[config.mk]
export PLATFORM = sky130hd
export DESIGN_NAME = idf_cfg_regs
export DESIGN_NICKNAME = d
export VERILOG_FILES = /design/src/rtl/idf_pkg.sv /design/src/rtl/idf_cfg_regs.sv
export SDC_FILE = /design/constraint.sdc
export NUM_CORES = 1
export LEC_CHECK = 0
export ABC_AREA = 1
export BUFFER_PORTS_ARGS = -buffer_cell sky130_fd_sc_hd__buf_2
export CAP_MARGIN = 20
export CORE_MARGIN = 5
export CORE_UTILIZATION = 57
export DETAILED_ROUTE_END_ITERATION = 10
export PLACE_DENSITY = 0.86
export SLEW_MARGIN = 20
export SYNTH_ARGS = -nofsm -noshare
export SYNTH_HDL_FRONTEND = slang
export SYNTH_SLANG_ARGS = --single-unit
[constraint.sdc]
create_clock -name clk -period 1.6 [get_ports clk]
set_clock_uncertainty 0.2 [all_clocks]
set_input_delay 0.24 -clock clk [delete_from_list [all_inputs] [get_ports clk]]
set_output_delay 0.24 -clock clk [all_outputs]
set_load 0.005 [all_outputs]
[src/rtl/idf_pkg.sv]
`timescale 1ns / 1ps
// ----------------------------------------------------------------------------
// idf_pkg
// Shared types and constants of the delta unfilter and flip unit.
// ----------------------------------------------------------------------------
package idf_pkg;

    // field widths
    localparam int PIX_W        = 8;
    localparam int ROW_W        = 24;
    localparam int COL_OUT_W    = 14;
    localparam int WIDTH_REG_W  = 13;
    localparam int HEIGHT_REG_W = 25;
    localparam int TDATA_OUT_W  = 48;
    localparam int APB_ADDR_W   = 3;
    localparam int APB_DATA_W   = 32;

    // image geometry
    localparam int BYTES_PER_PIXEL = 4;
    localparam logic [HEIGHT_REG_W-1:0] MAX_HEIGHT = 25'd16777216;

    // register index, taken from paddr[2]
    localparam logic REG_WIDTH  = 1'b0;
    localparam logic REG_HEIGHT = 1'b1;

    // status from the register block to the datapath
    typedef struct packed {
        logic             restart;
        logic [ROW_W-1:0] last_row;
    } cfg_status_t;

endpackage

[src/rtl/idf_cfg_regs.sv]
`timescale 1ns / 1ps
// ----------------------------------------------------------------------------
// idf_cfg_regs
// APB register block; holds the image size and its clamped last column/row.
// ----------------------------------------------------------------------------
module idf_cfg_regs
    import idf_pkg::*;
#(
    parameter int MAX_WIDTH = 4096,
    parameter int ADDR_W    = 14
) (
    input  logic                  clk,
    input  logic                  rst_n,
    input  logic                  psel,
    input  logic                  penable,
    input  logic                  pwrite,
    input  logic [APB_ADDR_W-1:0] paddr,
    input  logic [APB_DATA_W-1:0] pwdata,
    output logic [APB_DATA_W-1:0] prdata,
    output cfg_status_t           status,
    output logic [ADDR_W-1:0]     last_col
);

    logic [WIDTH_REG_W-1:0]  width_reg;
    logic [HEIGHT_REG_W-1:0] height_reg;
    logic [ADDR_W-1:0]       last_col_reg;
    logic [ROW_W-1:0]        last_row_reg;

    logic                    wr_en;
    logic                    reg_idx;
    logic [WIDTH_REG_W-1:0]  wdata_width;
    logic [HEIGHT_REG_W-1:0] wdata_height;
    int unsigned             eff_width;
    logic [ADDR_W-1:0]       last_col_next;
    logic [ROW_W-1:0]        last_row_next;

    assign wr_en        = psel && penable && pwrite;
    assign reg_idx      = paddr[2];
    assign wdata_width  = pwdata[WIDTH_REG_W-1:0];
    assign wdata_height = pwdata[HEIGHT_REG_W-1:0];

    // clamp width to 1..MAX_WIDTH, last byte column of a row
    always_comb
    begin
        eff_width = 32'(wdata_width);
        if (wdata_width == '0)
        begin
            eff_width = 1;
        end
        else if (32'(wdata_width) > 32'(MAX_WIDTH))
        begin
            eff_width = 32'(MAX_WIDTH);
        end
        last_col_next = ADDR_W'(eff_width * BYTES_PER_PIXEL - 1);
    end

    // clamp height to 1..MAX_HEIGHT, last source row
    always_comb
    begin
        priority if (wdata_height == '0)
        begin
            last_row_next = '0;
        end
        else if (wdata_height >= MAX_HEIGHT)
        begin
            last_row_next = '1;
        end
        else
        begin
            last_row_next = wdata_height[ROW_W-1:0] - ROW_W'(1);
        end
    end

    // register writes; any write restarts the image
    always_ff @(posedge clk or negedge rst_n)
    begin
        if (!rst_n)
        begin
            width_reg    <= WIDTH_REG_W'(1);
            height_reg   <= HEIGHT_REG_W'(1);
            last_col_reg <= ADDR_W'(BYTES_PER_PIXEL - 1);
            last_row_reg <= '0;
        end
        else
        begin
            if (wr_en)
            begin
                unique case (reg_idx)
                    REG_WIDTH:
                    begin
                        width_reg    <= wdata_width;
                        last_col_reg <= last_col_next;
                    end
                    REG_HEIGHT:
                    begin
                        height_reg   <= wdata_height;
                        last_row_reg <= last_row_next;
                    end
                endcase
            end
        end
    end

    // read back
    always_comb
    begin
        unique case (reg_idx)
            REG_WIDTH:  prdata = APB_DATA_W'(width_reg);
            REG_HEIGHT: prdata = APB_DATA_W'(height_reg);
        endcase
    end

    // restart takes effect at the same edge as the register write
    assign status.restart  = wr_en;
    assign status.last_row = last_row_reg;
    assign last_col        = last_col_reg;

endmodule

==> results.json, run 1 <==
{
  "status": "complete, but fails checks",
  "violations": "negative setup slack",
  "antenna_found_initial": 0,
  "ir_drop_mv": 0.616,
  "via_per_inst": 5.36,
  "cts_tree": "yes",
  "hp-start": "pwdata[17]",
  "layout_min_cycle_time_ns": 1.69,
  "timing.rr.start": "last_row_reg[12]$_DFFE_PN0P_",
  "clockBufferDepth": 2,
  "fin_cells": 803,
  "yosys_warnings": 0,
  "slew_violations": 0,
  "syn_area_per_cell_um2": 7.36,
  "cp_max_fo": 5,
  "wirelength_mm": 12.6,
  "numCtsBuffers": 9,
  "insertion_delay_ns": 0.34,
  "cpPeakStageDelay_ns": 0.24,
  "hold_viol": 0,
  "grt_pass1_wl_mm": 20.4,
  "total_leakage_power_nw": 3.09,
  "postRouteAntennaNets": 0,
  "cp-start-kind": "input pin",
  "layout_common_cells": "180 x nand2_1, 88 x buf_2, 78 x buf_4, 72 x dfrtp_1, 58 x o21ai_0",
  "fp.dieArea_um2": 8710,
  "cp_top_family": "simple AND/OR/NAND/NOR gates",
  "drtIter0Drc": 337,
  "drive_gt1_share_pct": 33.0,
  "rsz0062_at_grt": "true",
  "grt_use_total_pct": 29.8,
  "wl_per_cell_um": 15.6,
  "crit_start": "pwdata[3]",
  "clock.fmax_mhz": 592,
  "start_util_pct": 58.3,
  "portBuffers": 92,
  "n_antenna_cell": 0,
  "cts.sinks": 74,
  "htreeDepth": 3,
  "setup_slack_ns": -0.0888,
  "final_common_cell": "nand2_1",
  "crit_chain": "buf_2, nor2_2, nand2_4, nor2_4, nand2_2, nand2_4, buf_4, buf_4, nand2_1, nand3_1, xor2_1, o21ai_1",
  "synthCells": 538,
  "synth_seq_area_share_pct": 46.8,
  "setup_viol": 21,
  "max-cap-violations": 0,
  "drc": 0,
  "min_path_type": "input pin to flop",
  "synth-seq-cells": 74,
  "final_nets": 744,
  "largest_reg_flops": 25,
  "grt_pass1_vias": 4211,
  "placedCellCount": 776,
  "worstSetupPathType": "input pin to flop",
  "arrival_ns": 1.71,
  "ioPinCount": 111,
  "place.gp.congestion": 0.980,
  "pwr_density_cell_nw_per_um2": 987,
  "clkTransAtPathRegs_ns": 0.08,
  "maxSlewHeadroom_pct": 66.2,
  "dpl_cell_area_um2": 5080,
  "slowest_stage": "xor2_1",
  "fin_crit_sh_pct": 106,
  "grt.overflow.total": 0,
  "area_delta_synth_final_pct": 38.8,
  "coreArea_um2": 6790,
  "worstMarginPinSlew_ns": 0.502,
  "die_h_um": 93.4,
  "rows": 30,
  "final_area_um2": 5500,
  "required_ns": 1.62,
  "dieWidth_um": 93.4,
  "synthDistinctLibCells": 38,
  "dr.pass1.iters": 5,
  "syn_area_um2": 3960,
  "grt_start_max_net_pins": 48,
  "vias": 4307,
  "endpoint_kind": "flop",
  "cp_num_buf_inv": 3,
  "clockRootBuffer": "clkbuf_8",
  "dpl.hpwl_mm": 8.79
}
## layer usage
layer	share of wire (%)	GRT usage, %	vias up	wire length (um)
li1	-	-	2008	-
met3	9.3	4.59	46	1170
met4	3.4	13.1	0	422
met1	38	38.3	1994	4830
met2	49	49.9	259	6130
met5	0	0	-	0
## logic make-up (layout without fill, tap and decap cells)
logic type | Yosys count | in the layout | share of synthesized area, %
AOI/OAI and AO/OA | 97 | 97 | 13.0
xor gates and xnor gates | 4 | 4 | 0.885
adders and majority gates | 2 | 2 | 0.632
buffers and inverters | 89 | 251 | 10.1
DFF | 74 | 74 | 46.8
other | 2 | 9 | 0.190
and+or+nand+nor | 270 | 270 | 28.3
## area by class of cell
class                   count  area, um^2
multi-input cells         382        1850
clock buffers               9         124
repair buffers            178        1220
inverters                  57         226
fillers                   439        1300
well taps                  96         120
clock inverters             7         103
flip-flops and latches     74        1850
## report_power, final
part | leakage [nW] | switching, mW | internal (mW) | total (mW)
registers | 0.914 | 0.211 | 2.24 | 2.45
logic | 2.06 | 0.717 | 0.613 | 1.33
clock network | 0.110 | 0.752 | 0.891 | 1.64
## synthesized netlist by cell type
| cell | n | area share [%] |
|---|---|---|
| xnor2_1 | 1 | 0.22 |
| inv_2 | 4 | 0.38 |
| nand4_1 | 2 | 0.32 |
| nand4_2 | 1 | 0.32 |
| buf_8 | 1 | 0.38 |
| nand2_4 | 1 | 0.28 |
| nor4_1 | 1 | 0.16 |
| o31ai_1 | 1 | 0.19 |
| buf_4 | 10 | 1.9 |
| and2_1 | 1 | 0.16 |
| nand2_1 | 184 | 17 |
| xor2_1 | 3 | 0.66 |
| nand3_2 | 1 | 0.25 |
| buf_2 | 3 | 0.38 |
| conb_1 | 2 | 0.19 |
| nor3_1 | 4 | 0.51 |
| a211oi_1 | 1 | 0.19 |
| a21o_1 | 1 | 0.19 |
| nor2_1 | 38 | 3.6 |
| dfrtp_1 | 72 | 45 |
| inv_1 | 53 | 5.0 |
| a31oi_1 | 1 | 0.16 |
| a22o_1 | 2 | 0.44 |
| nor2_4 | 1 | 0.28 |
| nand3b_1 | 2 | 0.38 |
| o211ai_1 | 1 | 0.19 |
| dfstp_2 | 2 | 1.3 |
| o21ai_2 | 2 | 0.44 |
| ha_1 | 2 | 0.63 |
| a21oi_1 | 13 | 1.6 |
| buf_6 | 2 | 0.57 |
| o21ai_1 | 5 | 0.63 |
| clkbuf_1 | 16 | 1.5 |
| nand3_1 | 23 | 2.9 |
| o21a_1 | 1 | 0.19 |
| nor2_2 | 7 | 1.1 |
| o21ai_0 | 69 | 8.7 |
| nand2_2 | 4 | 0.63 |
## metrics by stage
step           TNS, ns  hold WS (ns)  power (mW)  setup slack (ns)  util [%]
2_1_floorplan    -1.59        -0.256        3.05            -0.313         -
3_3_place_gp     -9.35       -0.0408        3.66            -0.417      74.8
3_5_place_dp    -10.73       -0.0328        3.72            -0.500      74.8
4_1_cts         -0.134        0.0121        5.39           -0.0491      79.6
5_1_grt          -3.05        0.0288        5.73            -0.135      80.9
6_report        -0.521        0.0178        5.42           -0.0888      80.9
## what timing repair did
item,4_1_cts,5_1_grt
hold endpoints to repair,72,0
pin swaps,8,15
setup buffers,6,4
setup endpoints to repair,8,32
hold buffers,1,0
gates resized for setup,14,19
## worst paths after layout
kind,slack [ns],end,cells past startpoint
worst max-delay path,-0.09,last_col[7]$_DFFE_PN0P_,12
worst min-delay path,0.02,height_reg[17]$_DFFE_PN0P_,4
worst max register to register,0.67,last_row_reg[12]$_DFFE_PN0P_,1
worst min register to register,0.28,last_row_reg[18]$_DFFE_PN0P_,2
max in group asynchronous,0.55,width_reg[0]$_DFFE_PN1P_,3
min in group asynchronous,0.15,last_row_reg[23]$_DFFE_PN0P_,2
(Power assumes the default switching activity.)
==> run 2: changes to the inputs <==
SKIP_LAST_GASP = 1   (was unset)
==> results.json, run 2 (synthesis results as in run 1) <==
{
  "status": "complete, but fails checks",
  "violations": "negative setup slack",
  "numCtsBuffers": 9,
  "cpPeakStageDelay_ns": 0.23,
  "layout_min_cycle_time_ns": 1.71,
  "n_antenna_cell": 0,
  "met1_usage_pct": 38.1,
  "clockBufferDepth": 2,
  "slowest_stage": "nor2_1",
  "portBuffers": 92,
  "dr.pass1.iters": 6,
  "layout_common_cells": "180 x nand2_1, 88 x buf_2, 79 x buf_4, 72 x dfrtp_1, 60 x o21ai_0",
  "grt_use_met3_pct": 5.71,
  "grt_start_max_net_pins": 48,
  "drtIter0Drc": 529,
  "vias": 4414,
  "arrival_ns": 1.76,
  "dieWidth_um": 93.4,
  "wirelength_mm": 13.2,
  "place.gp.congestion": 0.980,
  "start_util_pct": 58.3,
  "crit_chain": "buf_8, inv_6, ha_4, nand2_4, nor2_4, nand2_2, nand2_4, buf_4, o21ai_0, nand2_1, nor2_1, nand3_1, nand3_1, nand2_1",
  "total_power_mw": 5.44,
  "antenna_found_initial": 0,
  "wl_per_cell_um": 16.4,
  "setup_viol": 32,
  "max-cap-violations": 0,
  "worstSetupPathType": "input pin to flop",
  "drive_gt1_share_pct": 33.1,
  "top_usage_layer": "met2",
  "required_ns": 1.65,
  "min_path_type": "input pin to flop",
  "postRouteAntennaNets": 0,
  "final_common_cell": "nand2_1",
  "clkTransAtPathRegs_ns": 0.09,
  "endpoint_kind": "flop",
  "fin_crit_sh_pct": 107,
  "via_per_inst": 5.49,
  "die_h_um": 93.4,
  "clockRootBuffer": "clkbuf_8",
  "cp_max_fo": 8,
  "grt_pass1_wl_mm": 20.5,
  "grt.overflow.total": 0,
  "htreeDepth": 3,
  "setup_slack_ns": -0.112,
  "rows": 30,
  "area_delta_synth_final_pct": 38.9,
  "cp-start-kind": "input pin",
  "slew_violations": 0,
  "cts.sinks": 74,
  "rsz0062_at_grt": "true",
  "coreArea_um2": 6790,
  "insertion_delay_ns": 0.35,
  "fp.dieArea_um2": 8710,
  "final_nets": 745,
  "dpl.hpwl_mm": 8.79,
  "fin_util_pct": 81.0,
  "grt.met2_usage_pct": 49.6,
  "total_leakage_power_nw": 3.09,
  "drc": 0,
  "hold_viol": 0,
  "ir_drop_mv": 0.615,
  "largest_reg_flops": 25,
  "ioPinCount": 111,
  "cts_tree": "yes",
  "grt_pass1_vias": 4218,
  "clock.fmax_mhz": 584,
  "pwr_density_cell_nw_per_um2": 990,
  "grt_use_total_pct": 30.0
}
run 2: routing by layer:
layer | vias up | wire [um] | part of all wire, %
met5 | - | 0 | 0
met4 | 0 | 507 | 3.9
met3 | 59 | 1350 | 10
met2 | 312 | 6270 | 48
met1 | 2039 | 5030 | 38
li1 | 2004 | - | -
run 2: area by class of cell:
| class | instances | area, um^2 |
|---|---|---|
| Sequential cell | 74 | 1850 |
| Multi-Input combinational cell | 382 | 1850 |
| Fill cell | 441 | 1290 |
| Timing Repair Buffer | 179 | 1220 |
| Inverter | 57 | 224 |
| Clock buffer | 9 | 124 |
| Tap cell | 96 | 120 |
| Clock inverter | 7 | 103 |
run 2: critical path: cells and delay by family:
kind	cells	cell delay [ns]
AO/OA/AOI/OAI	1	0.16
buffers and inverters	3	0.29
adder cells (fa/ha/maj)	1	0.16
AND/OR/NAND/NOR	9	0.90
run 2: what timing repair did:
item / in CTS / in global routing
buffers inserted: 6 / 5
endpoints found under the setup margin: 8 / 31
pin swaps: 8 / 14
hold endpoints to repair: 72 / 0
hold buffers: 1 / 0
gates resized for setup: 12 / 18
run 2: where the power goes:
group	internal [mW]	leakage (nW)	switching, mW	total (mW)
combinational	0.613	2.07	0.731	1.34
clock	0.891	0.110	0.754	1.64
sequential	2.24	0.914	0.214	2.46
run 2: worst paths after layout:
check | from | endpoint | slack [ns] | cells after the start
max | pwdata[1] | last_col[13]$_DFFE_PN0P_ | -0.11 | 14
min | pwdata[17] | height_reg[17]$_DFFE_PN0P_ | 0.02 | 4
max reg2reg | last_row_reg[7]$_DFFE_PN0P_ | last_row_reg[7]$_DFFE_PN0P_ | 0.67 | 1
min reg2reg | last_row_reg[18]$_DFFE_PN0P_ | last_row_reg[18]$_DFFE_PN0P_ | 0.28 | 2
max in group asynchronous | rst_n | width_reg[0]$_DFFE_PN1P_ | 0.54 | 3
min in group asynchronous | rst_n | last_row_reg[23]$_DFFE_PN0P_ | 0.15 | 2
run 2: metrics by stage:
step | hold slack (ns) | setup TNS, ns | instance area [um^2] | worst slack, ns | cells
5_1_grt | 0.0288 | -2.89 | 5500 | -0.162 | 804
2_1_floorplan | -0.256 | -1.59 | 4060 | -0.313 | 545
3_3_place_gp | -0.0408 | -9.35 | 5080 | -0.417 | 776
3_5_place_dp | -0.0328 | -10.73 | 5080 | -0.500 | 776
4_1_cts | 0.0121 | -0.183 | 5390 | -0.0491 | 799
6_report | 0.0181 | -1.67 | 5500 | -0.112 | 804
